==> config.mk <==
export PLATFORM = sky130hd
export DESIGN_NAME = pphd_sqrt
export DESIGN_NICKNAME = d
export VERILOG_FILES = /design/src/design/pphd_pkg.sv /design/src/design/pphd_sqrt.sv
export SDC_FILE = /design/constraint.sdc
export NUM_CORES = 2
export LEC_CHECK = 0
export BUFFER_PORTS_ARGS = -buffer_cell sky130_fd_sc_hd__buf_2
export CORE_ASPECT_RATIO = 0.5
export CORE_UTILIZATION = 55
export DETAILED_ROUTE_END_ITERATION = 16
export PLACE_DENSITY = 0.7
export SYNTH_ARGS = -nofsm -noshare
export SYNTH_HDL_FRONTEND = slang
export SYNTH_SLANG_ARGS = --single-unit
==> constraint.sdc <==
create_clock -name clock -period 10.6 [get_ports clock]
set_clock_uncertainty 0.05 [all_clocks]
set_input_delay 2.12 -clock clock [delete_from_list [all_inputs] [get_ports clock]]
set_output_delay 2.12 -clock clock [all_outputs]
set_load 0.03 [all_outputs]
==> src/design/pphd_pkg.sv <==
`default_nettype none

package pphd_pkg;

   // Defaults for the top level parameters
   localparam int COORD_WIDTH_DEF   = 24;
   localparam int CORDIC_STAGES_DEF = 16;

   // Arctangent table, atan(2^-i) in Q.24 radians
   localparam int ATAN_LEN = 24;
   localparam int ATAN_W   = 24;
   localparam logic [ATAN_W-1:0] ATAN_TABLE [ATAN_LEN] = '{
      24'd13176795, 24'd7778716, 24'd4110060, 24'd2086331,
      24'd1047214,  24'd524117,  24'd262123,  24'd131069,
      24'd65536,    24'd32768,   24'd16384,   24'd8192,
      24'd4096,     24'd2048,    24'd1024,    24'd512,
      24'd256,      24'd128,     24'd64,      24'd32,
      24'd16,       24'd8,       24'd4,       24'd2
   };

   localparam int PRE_SHIFT = 20;

   // Angles: Q.24 radians, wide enough for a full turn and the CORDIC sum
   localparam int ANGLE_W = 27;
   localparam logic [ANGLE_W-1:0] HALF_PI_Q24 = 27'd26353589;
   localparam logic [ANGLE_W-1:0] PI_Q24      = 27'd52707179;
   localparam logic [ANGLE_W-1:0] TWO_PI_Q24  = 27'd105414357;

   // Degree conversion: h * (180/pi in Q.24), then >> 41 with rounding
   localparam int RAD2DEG_W = 30;
   localparam logic [RAD2DEG_W-1:0] RAD2DEG_Q24 = 30'd961263669;
   localparam int PROD_W     = ANGLE_W + RAD2DEG_W;
   localparam int DEG_SHIFT  = 41;
   localparam int RAD_SHIFT  = 11;

   // Output formats
   localparam int HEAD_W = 16;
   localparam int DIST_W = 26;
   localparam logic [HEAD_W-1:0] FULL_RAD_Q13 = 16'd51472;
   localparam logic [HEAD_W-1:0] FULL_DEG_Q7  = 16'd46080;
   localparam logic [DIST_W-1:0] DIST_MAX     = 26'd47453133;

   // Distance path: magnitudes at or above 2^SAT_BIT saturate
   localparam int SAT_BIT    = 26;
   localparam int SQ_IN_W    = 26;
   localparam int RADICAND_W = 2 * SQ_IN_W + 1;
   localparam int SQRT_STEPS = (RADICAND_W + 1) / 2;
   localparam int ROOT_W     = SQRT_STEPS;
   localparam int REM_W      = ROOT_W + 3;

   // Result stream packing
   localparam int RSP_FIELDS_W = DIST_W + 4 * HEAD_W;
   localparam int RSP_TDATA_W  = ((RSP_FIELDS_W + 7) / 8) * 8;
   localparam int RSP_PAD_W    = RSP_TDATA_W - RSP_FIELDS_W;

   typedef struct packed {
      logic dx_neg;
      logic dy_neg;
      logic dx_zero;
      logic dy_zero;
      logic dist_sat;
   } flags_type;

   typedef struct packed {
      flags_type               flags;
      logic [RADICAND_W-1:0]   radicand;
   } cord_side_type;

   typedef struct packed {
      flags_type                  flags;
      logic signed [ANGLE_W-1:0]  angle;
   } root_side_type;

   typedef struct packed {
      logic [DIST_W-1:0] distance;
      logic [HEAD_W-1:0] heading_rad;
      logic [HEAD_W-1:0] heading_deg;
      logic [HEAD_W-1:0] slope_rad;
      logic [HEAD_W-1:0] slope_deg;
      logic              zero_length;
   } result_type;

endpackage

`default_nettype wire

==> src/design/pphd_sqrt.sv <==
`default_nettype none

module pphd_sqrt
   import pphd_pkg::*;
(
   input  wire logic                    clock,
   input  wire logic                    reset,
   input  wire logic                    advance,
   input  wire logic                    in_valid,
   input  wire logic [RADICAND_W-1:0]   radicand,
   input  wire root_side_type           in_side,
   output logic                         out_valid,
   output logic [ROOT_W-1:0]            root,
   output logic [REM_W-1:0]             remainder,
   output root_side_type                out_side
);

   localparam int PAD_W = 2 * SQRT_STEPS;

   logic                valid_ff [SQRT_STEPS];
   logic [PAD_W-1:0]    rad_ff   [SQRT_STEPS];
   logic [REM_W-1:0]    rem_ff   [SQRT_STEPS];
   logic [ROOT_W-1:0]   q_ff     [SQRT_STEPS];
   root_side_type       side_ff  [SQRT_STEPS];

   // One root bit per stage: bring down two radicand bits, try 4q+1
   for (genvar g = 0; g < SQRT_STEPS; g++) begin : g_step
      logic [PAD_W-1:0]  rad_src;
      logic [REM_W-1:0]  rem_src, shifted, trial;
      logic [ROOT_W-1:0] q_src;
      logic              v_src, fits;
      root_side_type     s_src;

      if (g == 0) begin : g_first
         assign rad_src = PAD_W'(radicand);
         assign rem_src = '0;
         assign q_src   = '0;
         assign v_src   = in_valid;
         assign s_src   = in_side;
      end else begin : g_next
         assign rad_src = rad_ff[g-1];
         assign rem_src = rem_ff[g-1];
         assign q_src   = q_ff[g-1];
         assign v_src   = valid_ff[g-1];
         assign s_src   = side_ff[g-1];
      end

      assign shifted = {rem_src[REM_W-3:0], rad_src[PAD_W-1 -: 2]};
      assign trial   = REM_W'({q_src, 2'b01});
      assign fits    = (shifted >= trial);

      always_ff @(posedge clock) begin
         if (reset) begin
            valid_ff[g] <= 1'b0;
         end else if (advance) begin
            valid_ff[g] <= v_src;
         end
      end

      always_ff @(posedge clock) begin
         if (advance) begin
            rad_ff[g]  <= rad_src << 2;
            rem_ff[g]  <= fits ? (shifted - trial) : shifted;
            q_ff[g]    <= {q_src[ROOT_W-2:0], fits};
            side_ff[g] <= s_src;
         end
      end
   end

   assign out_valid = valid_ff[SQRT_STEPS-1];
   assign root      = q_ff[SQRT_STEPS-1];
   assign remainder = rem_ff[SQRT_STEPS-1];
   assign out_side  = side_ff[SQRT_STEPS-1];

endmodule

`default_nettype wire

==> results.sh <==
export IMPL_outcome="finished, final reports clean"
export IMPL_place_area_um2=115000
export IMPL_synth_edf_count=2684
export IMPL_leakage_nw=45.4
export IMPL_port_buffers=178
export IMPL_clkTransAtPathRegs_ns=0.07
export IMPL_power_density_nw_per_um2=212
export IMPL_syn_inst=7350
export IMPL_max_cap_viol_count=0
export IMPL_crit_type="in -> reg"
export IMPL_htree_levels=4
export IMPL_initial_core_util=0.557
export IMPL_synth_cell_area_um2=110000
export IMPL_synth_seq_cells=2684
export IMPL_timing_rr_start="rem_ff[8][30]"
export IMPL_root_buffer="clkbuf_16"
export IMPL_cts_resized=0
export IMPL_finalCoreUtilization=0.616
export IMPL_grt_pass1_vias=55100
export IMPL_viasPerCell=5.36
export IMPL_cp_data_required_time_ns=11.01
export IMPL_crit_slowest_cell="buf_4"
export IMPL_crit_cells=4
export IMPL_numCtsBuffers=227
export IMPL_first_iter_violations=3631
export IMPL_crit_family="buffers and inverters"
export IMPL_ys_seq_area_frac=0.732
export IMPL_gp_congestion=0.929
export IMPL_hpwl_mm=115
export IMPL_ys_dominant_reg_cell="edfxtp_1"
export IMPL_syn_area_per_cell_um2=15.0
export IMPL_final_period_utilization=0.407
export IMPL_die_area_um2=202000
export IMPL_drtAntennaViolNets=0
export IMPL_die_width_um=635
export IMPL_drt_pre_antenna_iters=6
export IMPL_cts_num_sinks=2684
export IMPL_drive_gt1_frac=0.0859
export IMPL_crit_arrival_ns=4.73
export IMPL_post_route_min_period_ns=4.32
export IMPL_crit_end="rad_ff[1][123]"
export IMPL_slew_headroom=0.287
export IMPL_grt_ovfl_total=0
export IMPL_critPathLaunchType="input port"
export IMPL_yosys_warnings=0
export IMPL_crit_fanout=127
export IMPL_cts_tree="built"
export IMPL_grt_pass1_wl_mm=274
export IMPL_cts_setup_buffers=0
export IMPL_cts_buffer_depth=4
export IMPL_rows=115
export IMPL_hold_buffers=0
export IMPL_reg2reg_depth=12
export IMPL_dpl_cell_count=10100
export IMPL_reg2reg_slack_ns=6.42
export IMPL_grt_use_total=0.166
export IMPL_die_h_um=318
export IMPL_area_growth_pct=10.5
export IMPL_critPathMaxStageDelay_ns=0.71
export IMPL_cp_num_buf_inv=4
export IMPL_finalMaxSlewViolations=0
export IMPL_mostFrequentLayoutCells="edfxtp_1 (2684), inv_1 (525), nand2_1 (491)"
export IMPL_stdcell_area_um2=122000
export IMPL_r2r_end="rem_ff[9][25]"
export IMPL_peakVddDrop_mv=0.155
export IMPL_synth_fp_nets=7845
export IMPL_p_total_mw=25.9
export IMPL_worst_pin_slew_ns=1.07
export IMPL_antenna_found_initial=2
export IMPL_wl_per_cell_um=16.3
export IMPL_insertion_delay_ns=0.89
export IMPL_crit_chain="buf_12, buf_12, buf_4, buf_4"
export IMPL_synthDistinctLibCells=91
export IMPL_crit_start="advance"
export IMPL_finalHoldViolCount=0
export IMPL_n_antenna_cell=0
export IMPL_finalSetupTns_ns=0
export IMPL_setup_viol=0
export IMPL_wirelength_mm=171
export IMPL_grt_max_degree=187
export IMPL_critPathCaptureType="flip-flop"
export IMPL_fmaxAchievable_mhz=232
export IMPL_final_common_cell="edfxtp_1"
export IMPL_rsz0062_at_grt="no"
export IMPL_final_cells=10500
export IMPL_num_vias=56300
export IMPL_nets=8187
export IMPL_drc=0
export IMPL_async_reset_ff_frac=0
export IMPL_hold_path_class="reg -> reg"
export IMPL_ioPinCount=179
export IMPL_coreArea_um2=198000
==> worst min-delay path by stage <==
stage                            to  cells after the start             from  slack (ns)
floorplan            rad_ff[0][100]                      0    rad_ff[0][46]        0.35
global placement     side_ff[9][18]                      0   side_ff[8][18]        0.35
detailed placement   rad_ff[0][102]                      0    rad_ff[0][48]        0.35
CTS                 side_ff[15][20]                      0  side_ff[14][20]        0.33
global route          rad_ff[1][97]                      0    rad_ff[1][43]        0.34
finish               side_ff[25][3]                      0   side_ff[24][3]        0.34
==> cell usage after synthesis, types with 8 or more instances <==
library cell     n  area [um^2]
a2111oi_0       13          114
a211o_1         12          105
a211oi_1        42          315
a21boi_0        21          158
a21o_1         182         1370
a21oi_1        359         1800
a221oi_1         8         70.1
a31o_2          11         96.3
a31oi_1         39          244
and2_1          44          275
and3_1          42          263
and4_1           8         70.1
buf_2            8         40.0
clkbuf_1       102          383
edfxtp_1      2684        80600
ha_1           406         5080
inv_1          525         1970
mux2_2          44          495
mux2i_1          9         90.1
nand2_1        491         1840
nand2b_1        79          494
nand3_1        100          500
nand3b_1        20          150
nand4_1         55          344
nor2_1         382         1430
nor2b_1         46          288
nor3_1         143          716
nor3b_1         12         90.1
nor4_1          94          588
o211ai_1        16          120
o21a_1          76          571
o21ai_0        376         1880
o21bai_1        31          233
o31ai_1         47          353
o41ai_1          8         70.1
or2_2           25          156
or3_1           48          300
or4_1           29          218
xnor2_1        279         2440
xor2_1         299         2620
==> cell families after synthesis <==
kind of cell / synth area share
compound gates: 0.0751
mux: 0.00531
simple gates: 0.0738
buf+inv: 0.0222
xor+xnor: 0.0459
flops: 0.732
fa+ha+maj: 0.0461
other cells: 0.0000340
==> metal layers <==
| metal | up-vias | GRT usage | wire (um) | part of all wire |
|---|---|---|---|---|
| li1 | 28100 | - | - | - |
| met1 | 26700 | 0.192 | 70000 | 0.41 |
| met2 | 983 | 0.300 | 87100 | 0.51 |
| met3 | 451 | 0.0267 | 5640 | 0.033 |
| met4 | 0 | 0.0822 | 8250 | 0.048 |
| met5 | - | 0 | 0 | 0 |
==> cell type report <==
cell class	count	area, um^2
flip-flops and latches	2684	80600
fillers	14600	76100
multi-input cells	4021	27200
clock buffers	266	5910
well taps	2632	3290
inverters	527	1980
repair buffers	231	1430
clock inverters	143	1350
==> state kept, by name, indices dropped and copies added, names as in the netlist <==
signal	flops
side_ff	864
valid_ff	27
rem_ff	713
rad_ff	702
q_ff	378
==> metrics by stage <==
step	worst slack (ns)	hold WS, ns
after floorplan	7.26	0.350
after global routing	6.08	0.340
final	6.28	0.339
after detailed placement	5.39	0.355
after CTS	6.31	0.332
after global placement	5.47	0.350
==> power breakdown <==
part | switching, mW | leakage, nW | internal [mW] | total (mW)
Clock | 3.59 | 3.56 | 4.59 | 8.18
Sequential | 0.564 | 26.0 | 13.1 | 13.6
Combinational | 2.37 | 15.9 | 1.66 | 4.03
Total | 6.53 | 45.4 | 19.3 | 25.9
Note: power is estimated with default switching activity, not from simulation.
