--- src/design/pphd_pkg.sv ---
`default_nettype none

package pphd_pkg;

   // Defaults for the top level parameters
   localparam int COORD_WIDTH_DEF   = 24;
   localparam int CORDIC_STAGES_DEF = 16;

   // Arctangent table, atan(2^-i) in Q.24 radians
   localparam int ATAN_LEN = 24;
   localparam int ATAN_W   = 24;
   localparam logic [ATAN_W-1:0] ATAN_TABLE [ATAN_LEN] = '{
      24'd13176795, 24'd7778716, 24'd4110060, 24'd2086331,
      24'd1047214,  24'd524117,  24'd262123,  24'd131069,
      24'd65536,    24'd32768,   24'd16384,   24'd8192,
      24'd4096,     24'd2048,    24'd1024,    24'd512,
      24'd256,      24'd128,     24'd64,      24'd32,
      24'd16,       24'd8,       24'd4,       24'd2
   };

   localparam int PRE_SHIFT = 20;

   // Angles: Q.24 radians, wide enough for a full turn and the CORDIC sum
   localparam int ANGLE_W = 27;
   localparam logic [ANGLE_W-1:0] HALF_PI_Q24 = 27'd26353589;
   localparam logic [ANGLE_W-1:0] PI_Q24      = 27'd52707179;
   localparam logic [ANGLE_W-1:0] TWO_PI_Q24  = 27'd105414357;

   // Degree conversion: h * (180/pi in Q.24), then >> 41 with rounding
   localparam int RAD2DEG_W = 30;
   localparam logic [RAD2DEG_W-1:0] RAD2DEG_Q24 = 30'd961263669;
   localparam int PROD_W     = ANGLE_W + RAD2DEG_W;
   localparam int DEG_SHIFT  = 41;
   localparam int RAD_SHIFT  = 11;

   // Output formats
   localparam int HEAD_W = 16;
   localparam int DIST_W = 26;
   localparam logic [HEAD_W-1:0] FULL_RAD_Q13 = 16'd51472;
   localparam logic [HEAD_W-1:0] FULL_DEG_Q7  = 16'd46080;
   localparam logic [DIST_W-1:0] DIST_MAX     = 26'd47453133;

   // Distance path: magnitudes at or above 2^SAT_BIT saturate
   localparam int SAT_BIT    = 26;
   localparam int SQ_IN_W    = 26;
   localparam int RADICAND_W = 2 * SQ_IN_W + 1;
   localparam int SQRT_STEPS = (RADICAND_W + 1) / 2;
   localparam int ROOT_W     = SQRT_STEPS;
   localparam int REM_W      = ROOT_W + 3;

   // Result stream packing
   localparam int RSP_FIELDS_W = DIST_W + 4 * HEAD_W;
   localparam int RSP_TDATA_W  = ((RSP_FIELDS_W + 7) / 8) * 8;
   localparam int RSP_PAD_W    = RSP_TDATA_W - RSP_FIELDS_W;

   typedef struct packed {
      logic dx_neg;
      logic dy_neg;
      logic dx_zero;
      logic dy_zero;
      logic dist_sat;
   } flags_type;

   typedef struct packed {
      flags_type               flags;
      logic [RADICAND_W-1:0]   radicand;
   } cord_side_type;

   typedef struct packed {
      flags_type                  flags;
      logic signed [ANGLE_W-1:0]  angle;
   } root_side_type;

   typedef struct packed {
      logic [DIST_W-1:0] distance;
      logic [HEAD_W-1:0] heading_rad;
      logic [HEAD_W-1:0] heading_deg;
      logic [HEAD_W-1:0] slope_rad;
      logic [HEAD_W-1:0] slope_deg;
      logic              zero_length;
   } result_type;

endpackage

`default_nettype wire

--- src/design/pphd_front.sv ---
`default_nettype none

module pphd_front
   import pphd_pkg::*;
#(
   parameter int COORD_WIDTH = COORD_WIDTH_DEF
) (
   input  wire logic                          clock,
   input  wire logic                          reset,
   input  wire logic                          advance,
   input  wire logic                          in_valid,
   input  wire logic signed [COORD_WIDTH-1:0] start_x,
   input  wire logic signed [COORD_WIDTH-1:0] start_y,
   input  wire logic signed [COORD_WIDTH-1:0] end_x,
   input  wire logic signed [COORD_WIDTH-1:0] end_y,
   output logic                               out_valid,
   output logic [COORD_WIDTH:0]               ax,
   output logic [COORD_WIDTH:0]               ay,
   output cord_side_type                      side
);

   localparam int MAG_W = COORD_WIDTH + 1;
   localparam int EXT_W = (MAG_W > SAT_BIT + 1) ? MAG_W : SAT_BIT + 1;

   logic [2:0] valid_ff;

   // Stage 1: differences
   logic signed [MAG_W-1:0] dx_ff, dy_ff;
   logic signed [MAG_W-1:0] dx_in, dy_in;

   // Stage 2: magnitudes and flags
   logic [MAG_W-1:0]   ax2_ff, ay2_ff, ax2_in, ay2_in;
   logic [SQ_IN_W-1:0] sqx_in_ff, sqy_in_ff;
   logic [EXT_W-1:0]   ax_ext, ay_ext;
   flags_type          flags2_ff, flags2_in;

   // Stage 3: squares
   logic [MAG_W-1:0]       ax3_ff, ay3_ff;
   logic [2*SQ_IN_W-1:0]   sqx_ff, sqy_ff;
   flags_type              flags3_ff;

   assign dx_in = $signed({end_x[COORD_WIDTH-1], end_x})
                - $signed({start_x[COORD_WIDTH-1], start_x});
   assign dy_in = $signed({end_y[COORD_WIDTH-1], end_y})
                - $signed({start_y[COORD_WIDTH-1], start_y});

   always_comb begin
      flags2_in.dx_neg  = dx_ff[MAG_W-1];
      flags2_in.dy_neg  = dy_ff[MAG_W-1];
      flags2_in.dx_zero = (dx_ff == '0);
      flags2_in.dy_zero = (dy_ff == '0);
      ax2_in = dx_ff[MAG_W-1] ? MAG_W'(-dx_ff) : MAG_W'(dx_ff);
      ay2_in = dy_ff[MAG_W-1] ? MAG_W'(-dy_ff) : MAG_W'(dy_ff);
      ax_ext = EXT_W'(ax2_in);
      ay_ext = EXT_W'(ay2_in);
      flags2_in.dist_sat = (ax_ext >= (EXT_W'(1) << SAT_BIT))
                        || (ay_ext >= (EXT_W'(1) << SAT_BIT));
   end

   always_ff @(posedge clock) begin
      if (reset) begin
         valid_ff <= '0;
      end else if (advance) begin
         valid_ff <= {valid_ff[1:0], in_valid};
      end
   end

   always_ff @(posedge clock) begin
      if (advance) begin
         dx_ff     <= dx_in;
         dy_ff     <= dy_in;
         ax2_ff    <= ax2_in;
         ay2_ff    <= ay2_in;
         sqx_in_ff <= ax_ext[SQ_IN_W-1:0];
         sqy_in_ff <= ay_ext[SQ_IN_W-1:0];
         flags2_ff <= flags2_in;
         ax3_ff    <= ax2_ff;
         ay3_ff    <= ay2_ff;
         sqx_ff    <= sqx_in_ff * sqx_in_ff;
         sqy_ff    <= sqy_in_ff * sqy_in_ff;
         flags3_ff <= flags2_ff;
      end
   end

   assign out_valid     = valid_ff[2];
   assign ax            = ax3_ff;
   assign ay            = ay3_ff;
   assign side.flags    = flags3_ff;
   assign side.radicand = RADICAND_W'(sqx_ff) + RADICAND_W'(sqy_ff);

endmodule

`default_nettype wire

--- config.mk ---
export PLATFORM = sky130hd
export DESIGN_NAME = pphd_front
export DESIGN_NICKNAME = d
export VERILOG_FILES = /design/src/design/pphd_pkg.sv /design/src/design/pphd_front.sv
export SDC_FILE = /design/constraint.sdc
export NUM_CORES = 2
export LEC_CHECK = 0
export BUFFER_PORTS_ARGS = -buffer_cell sky130_fd_sc_hd__buf_4
export CORE_MARGIN = 4
export CORE_UTILIZATION = 55
export DETAILED_ROUTE_END_ITERATION = 10
export GPL_TIMING_DRIVEN = 1
export PLACE_DENSITY = 0.76
export SLEW_MARGIN = 20
export SYNTH_ARGS = -nofsm -noshare
export SYNTH_HDL_FRONTEND = slang
export SYNTH_SLANG_ARGS = --single-unit
--- constraint.sdc ---
create_clock -name clock -period 8.77 [get_ports clock]
set_input_delay 0 -clock clock [delete_from_list [all_inputs] [get_ports clock]]
set_output_delay 0 -clock clock [all_outputs]
set_load 0.02 [all_outputs]
==> results by group <==
Status
  – Outcome: finished, final reports clean

STA
  – Slew Limit Fails: 0
  – Max_slew headroom: 26.3%
  – Final setup viols: 0
  – Clock skew: 0.0196 ns
  – Final Cycle Share: 93.3%
  – Worst slew pin tran: 1.11 ns
  – Max Freq: 122 MHz
  – Minimum clock period: 8.19 ns
  – RSZ-0062 raised after global routing: false
  – Final Hold Fails: 0
  – Fin Setup TNS: 0 ns

CTS
  – TritonCTS Buffers: 31
  – Post-CTS Setup Repair Bufs: 0
  – Clk_lat worst skew: 0.62 ns
  – CTS Root Cell: clkbuf_16
  – Htree depth: 1
  – Reg clk slew, reported paths: 0.06 ns
  – # clock sinks: 257
  – CTS tree: yes
  – Clock buffer depth: 3

Setup path
  – Critical path data required time: 9.12 ns
  – Crit path top cell by count: fa_1
  – Slowest Stage Delay on Critical Path: 0.89 ns
  – R2R Path End: sqx_ff[46]$_DFFE_PP_
  – Startpoint Class: flop
  – Reg2Reg Depth: 23
  – Top delay family on crit path: adder cells
  – Slowest-stage cell, CP: edfxtp_1
  – Critical path depth: 23
  – Arr. time, crit path: 8.54 ns
  – CP endpoint: sqx_ff[46]$_DFFE_PP_
  – WP buf/inv: 5
  – Critical path startpoint: sqx_in_ff[4]$_DFFE_PP_
  – CP Max Fanout: 18
  – R2r setup slk: 0.58 ns
  – Crit Path Category: reg2reg
  – Critical Path, Cell by Cell: inv_1 -> nor2_1 -> fa_1 -> fa_1 -> inv_1 -> fa_1 -> inv_1 -> fa_1 -> fa_1 -> fa_1 -> inv_1 -> fa_1 -> inv_1 -> ha_1 -> and4_1 -> and3_1 -> a22o_1 -> and3b_1 -> o21ai_1 -> nand2_1 -> o41ai_1 -> mux2i_1 -> o2111ai_1
  – CP Capture Type: flop
  – Reg-to-reg startpoint: sqx_in_ff[4]$_DFFE_PP_

Floorplanning
  – Initial core utilization: 55.6%
  – Die area: 94,500 um2
  – Die width: 307 um
  – Core ar.: 88,600 um2
  – Rows: 109
  – Die extent in y: 307 um
  – Io pins: 209

Yosys
  – Seq/Total Area, Yosys: 15.6%
  – Yosys top cell area share: 37.9%
  – Yosys top cell by area: fa_1
  – Synthesis warning total: 0
  – Syn avg cell area: 9.62 um2
  – Largest cells by area after synthesis: fa_1, edfxtp_1, ha_1
  – Async set or reset register ratio after synthesis: 0%
  – Flops & latches, synth: 257
  – Synth Instances: 5,126
  – Post-synth EDFFs: 254
  – Netlist cell types: 74
  – Mapped Area: 49,300 um2
  – Main synth FF type: edfxtp_1

Final layout
  – Fin nets: 6,886
  – Most frequent cells in the layout: inv_1, fa_1, ha_1
  – Area Growth Syn to Fin: 10.1%
  – Multi-input logic area: 35,700 um2
  – FF/Latch Area: 7690 um2
  – Share of post-route cells with drive strength above 1: 6.16%
  – Fillers: 7,295
  – Post-route cell area: 54,300 um2
  – Most common cell after layout, fill and taps aside: inv_1

Hold path
  – Min-Delay Path Class: in2reg

GRT
  – Initial antenna violation count: 0
  – Gr usage total: 25.5%
  – Largest net degree at the start of global routing: 110
  – Vias in the first global route: 38,616
  – First-pass GRT wire length: 194 mm
  – Total gr overflow: 0

Drt
  – DR pass1 iterations: 6
  – Total Wirelength: 116 mm
  – WL/cell: 17.6 um
  – Antenna viol nets, final: 0
  – First DRT Iteration DRCs: 2,611
  – Vias after detailed routing: 35,592
  – DR DRC count: 0
  – Via/cell ratio: 5.42

Place
  – GP Congestion: 0.903
  – Final HPWL DP: 93.9 mm
  – Number of port buffers: 205
  – Placed cell area: 52,200 um2

Flow run
  – Max-Cap Viols: 0
-- worst min-delay path: stages --
cell and delay [ns]:
buf_4 0.11, inv_1 0.05, ha_1 0.15, inv_1 0.08, xnor2_1 0.15
-- stage by stage --
stage	std cells	utilization, %	worst slack [ns]	hold WS, ns
floorplan	5128	-	1.50	0.0724
global placement	6405	58.8	0.910	0.177
global route	6567	61.3	0.209	0.0386
CTS	6566	61.2	0.716	0.000864
finish	6568	61.3	0.584	0.0359
detailed placement	6405	58.8	0.720	0.181
-- kinds of logic (layout without fill, tap and decap cells) --
family,count (synthesis),count (layout),synth area share [%]
buffers and inverters,1571,1845,12.0
and+or+nand+nor,1064,1064,10.5
DFF,257,257,15.6
xor gates and xnor gates,238,238,4.23
other,1,4,0.00760
muxes,10,10,0.208
adders and majority gates,1408,1408,49.9
AOI/OAI and AO/OA,577,577,7.50
-- layout make-up --
type / count / area share, %
timing repair buffer: 363 / 5.53
tap: 1165 / 2.68
inverter: 1425 / 9.85
sequential: 257 / 14.2
multi-input combinational: 3300 / 65.8
clock inverter: 20 / 0.509
clock buffer: 37 / 1.47
antenna: 1 / 0.00461
-- per-layer routing --
layer / part of all wire (%) / GRT usage [%]
met5: 0 / 0
met4: 3.0 / 7.24
met3: 6.4 / 3.52
met2: 49 / 43.4
met1: 41 / 34.5
-- state kept, by name, summed over array words and instances (netlist names), 25 cells and up --
| name | cells |
|---|---|
| ax | 25 |
| dy_ff | 25 |
| ay | 25 |
| dx_ff | 25 |
| sqx_ff | 48 |
| sqx_in_ff | 25 |
| sqy_in_ff | 25 |
| sqy_ff | 48 |
-- cell usage after synthesis (18+ instances only) --
cell	number
edfxtp_1	254
inv_1	1424
nand2b_1	18
and2_1	249
clkbuf_1	139
o21ai_0	103
nor2b_1	30
nand3_1	27
xnor2_1	177
a31oi_1	21
xor2_1	61
and3_1	22
nor3_1	18
nand4_1	24
fa_1	934
a21o_1	91
nand2_1	441
o31ai_1	21
o21bai_1	30
o21a_1	22
ha_1	474
a21oi_1	186
nor2_1	155
-- worst min path at each step --
stage | from | to | slack, ns | cells after the start
after detailed placement | reset | valid_ff[2]$_SDFFE_PP0P_ | 0.18 | 2
after CTS | start_x[22] | dx_ff[22]$_DFFE_PP_ | 0.0009 | 5
after floorplan | reset | valid_ff[0]$_SDFFE_PP0P_ | 0.07 | 1
after global routing | end_y[1] | dy_ff[3]$_DFFE_PP_ | 0.04 | 5
after global placement | reset | valid_ff[1]$_SDFFE_PP0P_ | 0.18 | 2
final | start_x[22] | dx_ff[22]$_DFFE_PP_ | 0.04 | 5
-- what timing repair did --
item                                   4_1_cts  5_1_grt
hold buffers                               104        0
endpoints found under the hold margin       96        0
resized for setup                            0        0
Power is not shown: default switching activity piles up to over one toggle a cycle in this logic, so the estimate is an artifact.
