### src/design/pphd_pkg.sv
`default_nettype none

package pphd_pkg;

   // Defaults for the top level parameters
   localparam int COORD_WIDTH_DEF   = 24;
   localparam int CORDIC_STAGES_DEF = 16;

   // Arctangent table, atan(2^-i) in Q.24 radians
   localparam int ATAN_LEN = 24;
   localparam int ATAN_W   = 24;
   localparam logic [ATAN_W-1:0] ATAN_TABLE [ATAN_LEN] = '{
      24'd13176795, 24'd7778716, 24'd4110060, 24'd2086331,
      24'd1047214,  24'd524117,  24'd262123,  24'd131069,
      24'd65536,    24'd32768,   24'd16384,   24'd8192,
      24'd4096,     24'd2048,    24'd1024,    24'd512,
      24'd256,      24'd128,     24'd64,      24'd32,
      24'd16,       24'd8,       24'd4,       24'd2
   };

   localparam int PRE_SHIFT = 20;

   // Angles: Q.24 radians, wide enough for a full turn and the CORDIC sum
   localparam int ANGLE_W = 27;
   localparam logic [ANGLE_W-1:0] HALF_PI_Q24 = 27'd26353589;
   localparam logic [ANGLE_W-1:0] PI_Q24      = 27'd52707179;
   localparam logic [ANGLE_W-1:0] TWO_PI_Q24  = 27'd105414357;

   // Degree conversion: h * (180/pi in Q.24), then >> 41 with rounding
   localparam int RAD2DEG_W = 30;
   localparam logic [RAD2DEG_W-1:0] RAD2DEG_Q24 = 30'd961263669;
   localparam int PROD_W     = ANGLE_W + RAD2DEG_W;
   localparam int DEG_SHIFT  = 41;
   localparam int RAD_SHIFT  = 11;

   // Output formats
   localparam int HEAD_W = 16;
   localparam int DIST_W = 26;
   localparam logic [HEAD_W-1:0] FULL_RAD_Q13 = 16'd51472;
   localparam logic [HEAD_W-1:0] FULL_DEG_Q7  = 16'd46080;
   localparam logic [DIST_W-1:0] DIST_MAX     = 26'd47453133;

   // Distance path: magnitudes at or above 2^SAT_BIT saturate
   localparam int SAT_BIT    = 26;
   localparam int SQ_IN_W    = 26;
   localparam int RADICAND_W = 2 * SQ_IN_W + 1;
   localparam int SQRT_STEPS = (RADICAND_W + 1) / 2;
   localparam int ROOT_W     = SQRT_STEPS;
   localparam int REM_W      = ROOT_W + 3;

   // Result stream packing
   localparam int RSP_FIELDS_W = DIST_W + 4 * HEAD_W;
   localparam int RSP_TDATA_W  = ((RSP_FIELDS_W + 7) / 8) * 8;
   localparam int RSP_PAD_W    = RSP_TDATA_W - RSP_FIELDS_W;

   typedef struct packed {
      logic dx_neg;
      logic dy_neg;
      logic dx_zero;
      logic dy_zero;
      logic dist_sat;
   } flags_type;

   typedef struct packed {
      flags_type               flags;
      logic [RADICAND_W-1:0]   radicand;
   } cord_side_type;

   typedef struct packed {
      flags_type                  flags;
      logic signed [ANGLE_W-1:0]  angle;
   } root_side_type;

   typedef struct packed {
      logic [DIST_W-1:0] distance;
      logic [HEAD_W-1:0] heading_rad;
      logic [HEAD_W-1:0] heading_deg;
      logic [HEAD_W-1:0] slope_rad;
      logic [HEAD_W-1:0] slope_deg;
      logic              zero_length;
   } result_type;

endpackage

`default_nettype wire

### src/design/pphd_back.sv
`default_nettype none

module pphd_back
   import pphd_pkg::*;
(
   input  wire logic                   clock,
   input  wire logic                   reset,
   input  wire logic                   advance,
   input  wire logic                   in_valid,
   input  wire logic [ROOT_W-1:0]      root,
   input  wire logic [REM_W-1:0]       remainder,
   input  wire root_side_type          side,
   input  wire logic                   out_ready,
   output logic                        room,
   output logic                        out_valid,
   output result_type                  result
);

   // Stage 1: rounded root, first-quadrant angle
   logic                 b1_valid_ff;
   logic [ROOT_W-1:0]    b1_root_ff, b1_root_in;
   logic [ANGLE_W-1:0]   b1_theta_ff, b1_theta_in, clamped;
   flags_type            b1_flags_ff;

   // Stage 2: saturated distance, full-turn heading
   logic                 b2_valid_ff;
   logic [DIST_W-1:0]    b2_dist_ff, b2_dist_in;
   logic [ANGLE_W-1:0]   b2_h_ff, b2_h_in;
   flags_type            b2_flags_ff;

   // Stage 3: radian rounding, degree product
   logic                 b3_valid_ff;
   logic [DIST_W-1:0]    b3_dist_ff;
   logic [HEAD_W-1:0]    b3_rad_ff;
   logic [ANGLE_W-1:0]   rad_sum;
   logic [PROD_W-1:0]    b3_prod_ff;
   flags_type            b3_flags_ff;

   // Finish and output buffer
   logic [PROD_W-1:0]    deg_sum;
   logic [HEAD_W-1:0]    deg_raw, deg_sat, rad_sat;
   result_type           finished;
   logic                 push, pop;
   logic                 head_valid_ff, skid_valid_ff;
   result_type           head_ff, skid_ff;

   always_comb begin
      b1_root_in = root + ROOT_W'(remainder > REM_W'(root));
      if (side.angle[ANGLE_W-1]) begin
         clamped = '0;
      end else if (side.angle > $signed(HALF_PI_Q24)) begin
         clamped = HALF_PI_Q24;
      end else begin
         clamped = side.angle;
      end
      // Axis directions are exact
      if (side.flags.dy_zero) begin
         b1_theta_in = '0;
      end else if (side.flags.dx_zero) begin
         b1_theta_in = HALF_PI_Q24;
      end else begin
         b1_theta_in = clamped;
      end
   end

   always_comb begin
      if (b1_flags_ff.dist_sat || (b1_root_ff > ROOT_W'(DIST_MAX))) begin
         b2_dist_in = DIST_MAX;
      end else begin
         b2_dist_in = b1_root_ff[DIST_W-1:0];
      end
      // Quadrant fix-up; y grows downward
      if (!b1_flags_ff.dx_neg && (b1_flags_ff.dy_neg || b1_flags_ff.dy_zero)) begin
         b2_h_in = b1_theta_ff;
      end else if (b1_flags_ff.dx_neg && (b1_flags_ff.dy_neg || b1_flags_ff.dy_zero)) begin
         b2_h_in = PI_Q24 - b1_theta_ff;
      end else if (b1_flags_ff.dx_neg) begin
         b2_h_in = PI_Q24 + b1_theta_ff;
      end else begin
         b2_h_in = TWO_PI_Q24 - b1_theta_ff;
      end
   end

   assign rad_sum = b2_h_ff + (ANGLE_W'(1) << (RAD_SHIFT - 1));

   always_comb begin
      deg_sum  = b3_prod_ff + (PROD_W'(1) << (DEG_SHIFT - 1));
      deg_raw  = deg_sum[PROD_W-1:DEG_SHIFT];
      deg_sat  = (deg_raw > FULL_DEG_Q7) ? FULL_DEG_Q7 : deg_raw;
      rad_sat  = (b3_rad_ff > FULL_RAD_Q13) ? FULL_RAD_Q13 : b3_rad_ff;
      finished.distance    = b3_dist_ff;
      finished.zero_length = b3_flags_ff.dx_zero && b3_flags_ff.dy_zero;
      // Heading wraps a full turn to 0; coinciding points give 0
      if (finished.zero_length) begin
         finished.heading_rad = '0;
         finished.heading_deg = '0;
      end else begin
         finished.heading_rad = (rad_sat == FULL_RAD_Q13) ? '0 : rad_sat;
         finished.heading_deg = (deg_sat == FULL_DEG_Q7) ? '0 : deg_sat;
      end
      // Slope stays at a full turn along the positive x axis
      if (b3_flags_ff.dy_zero && !b3_flags_ff.dx_neg) begin
         finished.slope_rad = FULL_RAD_Q13;
         finished.slope_deg = FULL_DEG_Q7;
      end else begin
         finished.slope_rad = rad_sat;
         finished.slope_deg = deg_sat;
      end
   end

   always_ff @(posedge clock) begin
      if (reset) begin
         b1_valid_ff <= 1'b0;
         b2_valid_ff <= 1'b0;
         b3_valid_ff <= 1'b0;
      end else if (advance) begin
         b1_valid_ff <= in_valid;
         b2_valid_ff <= b1_valid_ff;
         b3_valid_ff <= b2_valid_ff;
      end
   end

   always_ff @(posedge clock) begin
      if (advance) begin
         b1_root_ff  <= b1_root_in;
         b1_theta_ff <= b1_theta_in;
         b1_flags_ff <= side.flags;
         b2_dist_ff  <= b2_dist_in;
         b2_h_ff     <= b2_h_in;
         b2_flags_ff <= b1_flags_ff;
         b3_dist_ff  <= b2_dist_ff;
         b3_rad_ff   <= rad_sum[ANGLE_W-1:RAD_SHIFT];
         b3_prod_ff  <= PROD_W'(b2_h_ff) * PROD_W'(RAD2DEG_Q24);
         b3_flags_ff <= b2_flags_ff;
      end
   end

   // Two-entry output buffer: the pipeline runs while the skid slot is free
   assign room = !skid_valid_ff;
   assign push = advance && b3_valid_ff;
   assign pop  = head_valid_ff && out_ready;

   always_ff @(posedge clock) begin
      if (reset) begin
         head_valid_ff <= 1'b0;
         skid_valid_ff <= 1'b0;
      end else if (!head_valid_ff || pop) begin
         head_valid_ff <= skid_valid_ff || push;
         skid_valid_ff <= 1'b0;
      end else if (push) begin
         skid_valid_ff <= 1'b1;
      end
   end

   always_ff @(posedge clock) begin
      if (!head_valid_ff || pop) begin
         head_ff <= skid_valid_ff ? skid_ff : finished;
      end else if (push) begin
         skid_ff <= finished;
      end
   end

   assign out_valid = head_valid_ff;
   assign result    = head_ff;

endmodule

`default_nettype wire

### config.mk
export PLATFORM = sky130hd
export DESIGN_NAME = pphd_back
export DESIGN_NICKNAME = d
export VERILOG_FILES = /design/src/design/pphd_pkg.sv /design/src/design/pphd_back.sv
export SDC_FILE = /design/constraint.sdc
export NUM_CORES = 1
export LEC_CHECK = 0
export BUFFER_PORTS_ARGS = -buffer_cell sky130_fd_sc_hd__buf_2
export CAP_MARGIN = 20
export CELL_PAD_IN_SITES_DETAIL_PLACEMENT = 1
export CELL_PAD_IN_SITES_GLOBAL_PLACEMENT = 1
export CORE_MARGIN = 4
export CORE_UTILIZATION = 30
export CTS_CLUSTER_DIAMETER = 100
export DETAILED_ROUTE_END_ITERATION = 8
export PLACE_DENSITY_LB_ADDON = 0.1
export SETUP_SLACK_MARGIN = 0.15
export SYNTH_ARGS = -nofsm -noshare
export SYNTH_HDL_FRONTEND = slang
export SYNTH_SLANG_ARGS = --single-unit
### constraint.sdc
create_clock -name clock -period 10.1 [get_ports clock]
set_input_delay 2.02 -clock clock [delete_from_list [all_inputs] [get_ports clock]]
set_output_delay 2.02 -clock clock [all_outputs]
set_load 0.1 [all_outputs]
==> metrics.txt, run 1 <==
critical path capture point b3_prod_ff[55]; Critical Path Source Type register; Worst Path Max Fanout 10; Layout Skew 20.09 ps; CTS H-tree depth 2; Worst setup EP type register; worst r2r path cells 21; slowest CP cell fa_1; Ys Warns 0; worst reg2reg startpoint b2_h_ff[16]; top cells by area, synth edfxtp_1, fa_1, ha_1; drt drc 0; Starting Density between 30% and 40%; R2R Path End b3_prod_ff[55]; clock buffer depth 3; first-pass GRT wire length 138,100 microns; r2r setup slk 2360 ps; Placement Rows 114; total of cells resized after clock tree synthesis 0; synth unique cells 78; Port Buffers 186; CTS clk-pin slew, worst paths 60 ps; actual slew at the worst max-slew pin 1093 ps; Final ANT Viol Nets 0; Final Critical Period between 7000 and 8000 ps; fin cells 4,056; Slew headroom 27.13%; pin count of the biggest net entering global routing 83; post-synthesis sequential area ratio ~37%; total negative slack 0 ps; antenna violations before repair 1; Syn Nets 3,293; Period Utilization, post-route 76.62%; vias 19,119; Synth top area share 36.31%; Die Ht 322.1 microns; DRT Wirelength 92,380 microns; Hold Buf Count CTS 0; GP Congestion 0.9568; critical path, cell by cell fa_1, inv_1, fa_1, fa_1, inv_1, fa_1, fa_1, fa_1, inv_1, fa_1, inv_1, ha_1, a2111oi_0, o21ai_0, a31oi_1, a21boi_0, o31ai_1, nor2_1, a221o_1, a21oi_1, xnor2_1; Post-synth EDFFs between 300 and 400; GR Overflow Total 0; share of cells above drive strength 1 between 10% and 20%; Initial DRC Count 1,193; Layout area overhead 12.42%; Die Wd approximately 320 microns; Post-Syn Area per Cell 11.58 sq um; clk root buf clkbuf_16; I/O Pins 187; WP data required 10,400 ps; die area 0.1038 sq mm; Num CTS Buffers between 40 and 50; All-Layer GR Usage 17.80%; beginning of the critical path b2_h_ff[16]; # nets final 3,484; wire per inst 22.78 microns; worst hold path class register to register; CTS tree yes; Max Fclk around 130 MHz; HPWL after detailed placement about 80,000 microns; ys async rst share 0%; Data arrival, critical path 8040 ps; critical path's largest stage delay 690 ps; post-layout util 34.21%; Final Setup Violations 0; DR pass1 iterations 5; Mapped Cells approximately 2,600; Worst-Skew Late Latency roughly 560 ps; placed cells 3,979; Top FF cell, synth edfxtp_1; DR vias/cell 4.714; clk sinks 363; Synth area leader edfxtp_1; post-synthesis cell area 0.02960 sq mm; Fin. Hold Viols 0; max-cap violations 0; Slew Viols, Final 0; Yosys reg bits 363; cell mode on critical path fa_1; area of the core 0.09728 sq mm; status finished clean; WS Path Type register to register; RSZ-0062 raised after global routing false; number of global-route vias before repair ~21,000; post-CTS setup buffers 0
-- through the flow --
step           setup WS [ps]  cell area, sq um  hold WS [ps]
2_1_floorplan           1294             29600         400.3
3_3_place_gp            2392             32020         403.3
3_5_place_dp            2256             32020         407.2
4_1_cts                 2242             33260         417.7
5_1_grt                 2011             33280         422.4
6_report                2361             33280         414.3
-- per-layer routing --
layer	track usage (%)	part of all wire [%]	up-vias
met1	24.60	47	9788
li1	-	-	8928
met2	29.45	47	314
met5	0	0	-
met3	2.842	3.6	89
met4	4.217	2.4	0
-- synth_stat cells, types with 3 or more instances --
cell,number
nor2b_1,15
o31a_1,4
o21ai_0,68
edfxtp_1,358
o22ai_1,4
a41oi_1,5
dfxtp_1,5
o21a_1,6
nand2_1,107
xor2_1,33
o21bai_1,4
nand3b_1,3
a21boi_0,6
o31ai_1,24
a21oi_1,97
nor4_1,13
a22oi_1,4
xnor2_1,71
nand3_1,33
and3_1,29
inv_1,557
or2_2,3
mux2i_1,6
a211oi_1,10
clkbuf_1,40
mux2_2,62
nor3_1,27
and2_1,36
a21o_1,24
a211o_1,3
a2111oi_0,5
nand4_1,29
o31ai_2,11
nand2b_1,43
fa_1,305
ha_1,337
and4_1,7
nor2_1,87
o211ai_1,12
a31oi_1,10
or3_1,7
-- how the worst min path moves through the flow --
stage | startpoint | end | slack (ps) | depth (start not counted)
after detailed placement | b2_dist_ff[11] | b3_dist_ff[11] | 410 | 0
final | b2_dist_ff[17] | b3_dist_ff[17] | 410 | 0
after floorplan | b1_flags_ff[2] | b2_flags_ff[2] | 400 | 0
after global placement | b2_dist_ff[8] | b3_dist_ff[8] | 400 | 0
after global routing | b2_dist_ff[17] | b3_dist_ff[17] | 420 | 0
after CTS | b2_dist_ff[25] | b3_dist_ff[25] | 420 | 0
-- cell usage in the layout, fill, tap and decap left out, types with 24 or more instances in the layout --
cell,Yosys,routed
o21ai_0,68,68
xor2_1,33,33
ha_1,337,337
nand2b_1,43,42
clkbuf_16,0,41
nand3_1,33,33
fa_1,305,305
xnor2_1,71,71
inv_1,557,557
mux2_2,62,62
and3_1,29,29
o31ai_1,24,24
a21oi_1,97,97
buf_2,2,185
edfxtp_1,358,358
nor3_1,27,27
nor2_1,87,85
nand2_1,107,107
nand4_1,29,29
a21o_1,24,24
and2_1,36,36
-- cell families (layout without fill, tap and decap cells) --
| family | after synthesis | in the layout | synth area share [%] |
|---|---|---|---|
| and+or+nand+nor | 454 | 454 | 8.009 |
| muxes | 69 | 69 | 2.612 |
| AOI/OAI and AO/OA | 318 | 318 | 7.008 |
| buffers and inverters | 606 | 827 | 7.760 |
| other | 1 | 3 | 0.01267 |
| adders and majority gates | 642 | 642 | 34.87 |
| xor gates and xnor gates | 104 | 104 | 3.077 |
| DFF | 363 | 363 | 36.65 |
-- flip-flops by register name, summed over array words and instances, names as in the netlist, 3 cells and up --
signal and count:
result 91, b3_flags_ff 3, b2_dist_ff 26, skid_ff 91
b3_rad_ff 16, b2_flags_ff 3, b3_prod_ff 17, b1_flags_ff 5
b1_theta_ff 26, b3_dist_ff 26, b1_root_ff 27, b2_h_ff 27
-- area by class of cell --
type                            count  area, sq um
Antenna cell                        2        5.005
Tap cell                         1276         1597
Timing Repair Buffer              196         1015
Clock buffer                       46         1045
Sequential cell                   363        10850
Inverter                          558         2095
Multi-Input combinational cell   1588        16470
Clock inverter                     27        197.7
Fill cell                       10732        64000
-- worst max-delay path: cells and delay by family, from the launching register on --
kind                       cells  cell delay [ps]
adders and majority gates      8             4060
AOI/OAI and AO/OA              7             2270
DFF                            1              630
buffers and inverters          4              260
and+or+nand+nor                1              190
xor gates and xnor gates       1               70
Power of run 1 is not shown: default switching activity piles up to over one toggle a cycle in this logic, so the estimate is an artifact.
==> run 2, diff against run 1 <==
- clock period: 10.1 -> 7.35 ns (I/O delays scaled with it)
==> run 2 against run 1 <==
Die area stayed put. Sequential share of layout area is 0.54 points lower. Global-route usage is 0.42 points lower. Setup slack worse by 2000 ps. Final area is 1.7% higher. Core utilization is 0.58 points higher. Register-to-register slack worse by 2000 ps. Clock skew is 0.52 ps higher. Final cell count is 1.4% higher. Maximum frequency is 11% higher. Non-clock buffer count is 55 higher. First-iteration DRC count is 12% lower. Highest routed layer unchanged.
==> metrics.txt, run 2 (same netlist as run 1, synthesis figures left out) <==
Placement Rows 114 (unchanged); Layout Skew 20.61 ps (+0.5228 ps); wire per inst 21.88 microns (-3.9%); All-Layer GR Usage 17.38% (-0.42 points); Data arrival, critical path 7260 ps (-780 ps); Period Utilization, post-route 94.75% (+18 points); post-layout util 34.79% (+0.58 points); most frequent cells in the layout inv_1, edfxtp_1, ha_1; WP data required 7650 ps (-2750 ps); clk sinks 363 (unchanged); Worst Path Max Fanout 5 (-5); die area 0.1038 sq mm (unchanged); Slew Viols, Final 0 (unchanged); worst hold path class register to register; pin count of the biggest net entering global routing 81 (-2.4%); Worst setup EP type register; clk root buf clkbuf_16; post-route cell area 0.03384 sq mm (+1.7%); Fill cells 10,715 (-0.16%); Final Setup Violations 0 (unchanged); Final WS setup 385.8 ps (-1975 ps); Starting Density 30.43% (unchanged); Layout area overhead 14.32%; Initial DRC Count 1,047 (-12%); Critical Path Source Type register; actual slew at the worst max-slew pin 996.3 ps (-96.65 ps); # nets final 3,539 (+1.6%); DRT Wirelength 89,970 microns (-2.6%); GP Congestion 0.8995 (-6.0%); share of cells above drive strength 1 14.78% (+2.1 points); CTS tree yes; Num CTS Buffers 41 (unchanged); Die Ht 322.1 microns (unchanged); number of global-route vias before repair 21,313 (+0.28%); commonest non-fill, non-tap cell in the layout inv_1; clock buffer depth 3 (unchanged); Final ANT Viol Nets 0 (unchanged); CTS clk-pin slew, worst paths 70 ps (about the same); Die Wd 322.1 microns (unchanged); total negative slack 0 ps (unchanged); DR vias/cell 4.659 (-1.2%); area of the core 0.09728 sq mm (unchanged); placed cell area 0.03230 sq mm (+0.87%); Port Buffers 186 (unchanged); Slew headroom 33.58% (+6.4 points); WS Path Type register to register; drt drc 0 (unchanged); antenna violations before repair 0 (-1); CTS H-tree depth 2 (unchanged); I/O Pins 187 (unchanged); GR Overflow Total 0 (unchanged); Fin. Hold Viols 0 (unchanged); first-pass GRT wire length 135,800 microns (-1.7%); HPWL after detailed placement 75,590 microns (-2.8%); vias 19,154 (+0.18%); Max Fclk 143.6 MHz (+11%); max-cap violations 0 (unchanged); Place WS 56.02 ps (-2200 ps); Final Critical Period 6964 ps (-774.8 ps); DR pass1 iterations 5 (unchanged); Worst-Skew Late Latency 570 ps (about the same); status finished clean; RSZ-0062 raised after global routing true
-- run 2: final timing paths --
| path | start | end | slack [ps] | cells past startpoint |
|---|---|---|---|---|
| max | b2_h_ff[6] | b3_prod_ff[56] | 390 | 22 |
| min | b2_dist_ff[12] | b3_dist_ff[12] | 420 | 0 |
| max reg2reg | b2_h_ff[6] | b3_prod_ff[56] | 390 | 22 |
| min reg2reg | b2_dist_ff[12] | b3_dist_ff[12] | 420 | 0 |
-- run 2: cell type report --
class / count / area [sq um] / area share [%]
multi-input cells: 1588 / 16550 / 48.90
flip-flops and latches: 363 / 10850 / 32.07
inverters: 558 / 2095 / 6.189
well taps: 1276 / 1597 / 4.718
repair buffers: 251 / 1448 / 4.278
clock buffers: 49 / 1099 / 3.246
clock inverters: 25 / 197.7 / 0.5842
diodes: 1 / 2.502 / 0.007395
-- run 2: worst max-delay path, cell delays in order, from the launching register on --
cell      delay [ps]
edfxtp_1         420
fa_1             610
inv_1            100
fa_1             540
inv_1             50
ha_1             310
fa_1             520
inv_1             50
fa_1             470
fa_1             550
inv_1             50
fa_1             480
ha_1             380
and3_1           320
and4bb_2         290
o211ai_1         120
nand4_1          250
a41oi_2          140
buf_4            180
o31ai_4          240
o31a_1           280
a41oi_1          170
xnor2_1          160
-- run 2: per-stage QoR --
step           hold WS, ps  std cells
3_5_place_dp         406.3       4016
5_1_grt              427.2       4110
2_1_floorplan        400.3       2557
6_report             417.5       4111
4_1_cts              419.8       4090
3_3_place_gp         401.3       4016
-- run 2: per-layer routing --
layer / GRT usage (%) / vias up / share of wire (%)
li1: - / 9044 / -
met1: 24.40 / 9741 / 47
met2: 28.32 / 288 / 47
met3: 2.736 / 81 / 3.5
met4: 4.207 / 0 / 2.4
met5: 0 / - / 0
-- run 2: timing repair --
action	in CTS	in global routing
pin swaps	0	1
gates cloned	0	0
resized for setup	3	20
endpoints found under the hold margin	0	0
hold buffers	0	0
buffers inserted	0	17
setup endpoints to repair	5	12
Power of run 2 is left out for the same reason.
==> run 3, diff against run 2 <==
- ABC_AREA: unset -> 1
==> run 3 against run 2 <==
Non-clock buffer count shrank 41. Register-to-register slack improved by 330 ps. Core utilization down 0.69 points. Final area grew 6.4%.
==> metrics.txt, run 3 <==
top cells by area, synth edfxtp_1, fa_1, ha_1; die area 0.1120 sq mm (+8.0%); CTS H-tree depth 2 (unchanged); Data arrival, critical path 6990 ps (-270 ps); Synth area leader edfxtp_1; Fin. Hold Viols 0 (unchanged); Placement Rows 119 (+4.4%); Hold Buf Count CTS 0 (unchanged); RSZ-0062 raised after global routing false; WS Path Type register to register; HPWL after detailed placement 91,250 microns (+21%); total of cells resized after clock tree synthesis 0 (-3); Top FF cell, synth edfxtp_1; synth cell count leaders inv_1, nand2_1, edfxtp_1, ha_1, fa_1; post-synthesis sequential area ratio 33.89% (-2.8 points); Final Setup Violations 0 (unchanged); CTS tree yes; Slew headroom 33.58% (about the same); Final ANT Viol Nets 0 (unchanged); All-Layer GR Usage 19.39% (+2.0 points); # nets final 4,414 (+25%); area of the core 0.1056 sq mm (+8.5%); wire per inst 21.30 microns (-2.7%); Max Fclk 150.6 MHz (+4.9%); share of cells above drive strength 1 8.273% (-6.5 points); ys async rst share 0% (unchanged); Layout area overhead 12.40%; pin count of the biggest net entering global routing 78 (-3.7%); Ant. Diodes 0 (-1); Initial DRC Count 1,190 (+14%); drt drc 0 (unchanged); first-pass GRT wire length 163,300 microns (+20%); Worst-Skew Late Latency 590 ps (+20 ps); Yosys reg bits 363 (unchanged); Ys Warns 0 (unchanged); Post-Syn Area per Cell 9.204 sq um (-21%); Slew Viols, Final 0 (unchanged); number of global-route vias before repair 25,783 (+21%); DR vias/cell 4.613 (-0.99%); max-cap violations 0 (unchanged); Mapped Cells 3,479 (+36%); clk sinks 363 (unchanged); DR pass1 iterations 8 (+3); I/O Pins 187 (unchanged); most frequent cells in the layout inv_1, nand2_1, edfxtp_1; clk root buf clkbuf_16; Worst setup EP type register; Num CTS Buffers 42 (+2.4%); CTS clk-pin slew, worst paths 60 ps (about the same); actual slew at the worst max-slew pin 996.4 ps (+0.01347 ps); Starting Density 30.33% (-0.099 points); Post-synth EDFFs 358 (unchanged); Critical Path Source Type register; post-synthesis cell area 0.03202 sq mm (+8.2%); Worst Path Max Fanout 10 (+5); clock buffer depth 3 (unchanged); post-CTS setup buffers 0 (unchanged); Port Buffers 186 (unchanged); total negative slack 0 ps (unchanged); commonest non-fill, non-tap cell in the layout inv_1; synth unique cells 52 (-33%); Period Utilization, post-route 90.33% (-4.4 points); worst hold path class register to register; post-layout util 34.09% (-0.69 points); Syn Nets 4,215 (+28%); status finished clean; Die Wd 334.7 microns (+3.9%); Die Ht 334.7 microns (+3.9%); Synth top area share 33.57% (-2.7 points); Layout Skew 23.50 ps (+2.892 ps); WP data required 7700 ps (+50 ps); most common cell in the synthesized netlist inv_1; GR Overflow Total 0 (unchanged); antenna violations before repair 0 (unchanged); vias 23,535 (+23%); DRT Wirelength 108,700 microns (+21%); Final Critical Period 6639 ps (-325.1 ps); GP Congestion 0.9020 (+0.28%)
-- run 3: changes by cell type in the layout (fill, tap and decap cells not counted), moves of 40 or more --
cell / delta
xnor2_1: -64
nand2_1: +573
nor2_1: +195
buf_4: -40
mux2_2: -62
a21oi_1: +40
nand2b_1: -41
nand3_1: +94
nand4_1: +54
inv_1: +205
-- run 3: per-stage QoR --
stage                     cells  hold slack [ps]  worst slack (ps)  cell area, sq um
after floorplan            3479            400.3             190.8             32020
after global placement     5025            400.3             658.6             34680
after detailed placement   5025            405.7             687.2             34680
after CTS                  5102            416.4             674.0             35990
after global routing       5102            423.1             274.9             35990
final                      5102            415.6             710.9             35990
-- run 3: final timing paths --
path	start	end	slack, ps	depth (start not counted)
worst max register to register	b2_h_ff[16]	b3_prod_ff[45]	710	24
worst min register to register	b2_dist_ff[6]	b3_dist_ff[6]	420	0
worst max-delay path	b2_h_ff[16]	b3_prod_ff[45]	710	24
worst min-delay path	b2_dist_ff[6]	b3_dist_ff[6]	420	0
-- run 3: logic make-up after synthesis --
| logic type | count (synthesis) | share of synthesized area (%) |
|---|---|---|
| adders and majority gates | 642 | 32.24 |
| AOI/OAI and AO/OA | 309 | 5.404 |
| buffers and inverters | 821 | 9.691 |
| xor gates and xnor gates | 77 | 2.106 |
| DFF | 363 | 33.89 |
| and+or+nand+nor | 1266 | 16.67 |
| other | 1 | 0.01171 |
-- run 3: worst max-delay path, cell delays in order (launching register included) --
cell and delay, ps:
edfxtp_1 650, inv_1 250, ha_1 420, inv_1 120
fa_1 520, inv_1 60, fa_1 510, inv_1 60
fa_1 490, fa_1 520, fa_1 550, inv_1 60
fa_1 540, inv_1 50, ha_1 320, nand2_1 110
nor2_1 140, inv_1 70, nor3_1 170, inv_1 100
nor2_1 170, nand4_1 100, or2_2 320, nand4_1 80
nand2_1 50
-- run 3: area by class of cell --
type | instances | area (sq um)
flip-flops and latches | 363 | 10850
inverters | 766 | 2877
fillers | 12190 | 69570
well taps | 1391 | 1740
multi-input cells | 2295 | 18080
clock buffers | 52 | 1089
repair buffers | 210 | 1120
clock inverters | 25 | 227.7
-- run 3: metal layers --
metal  routed length (microns)  share of wire (%)  track usage, %  vias up
met5                         0                  0               0        -
met4                      2507                2.3           4.414        0
met3                      3204                2.9           2.236       99
met2                     52410                 48           33.20      306
met1                     50550                 47           26.46    11615
li1                          -                  -               -    11515
Power of run 3 is left out for the same reason.
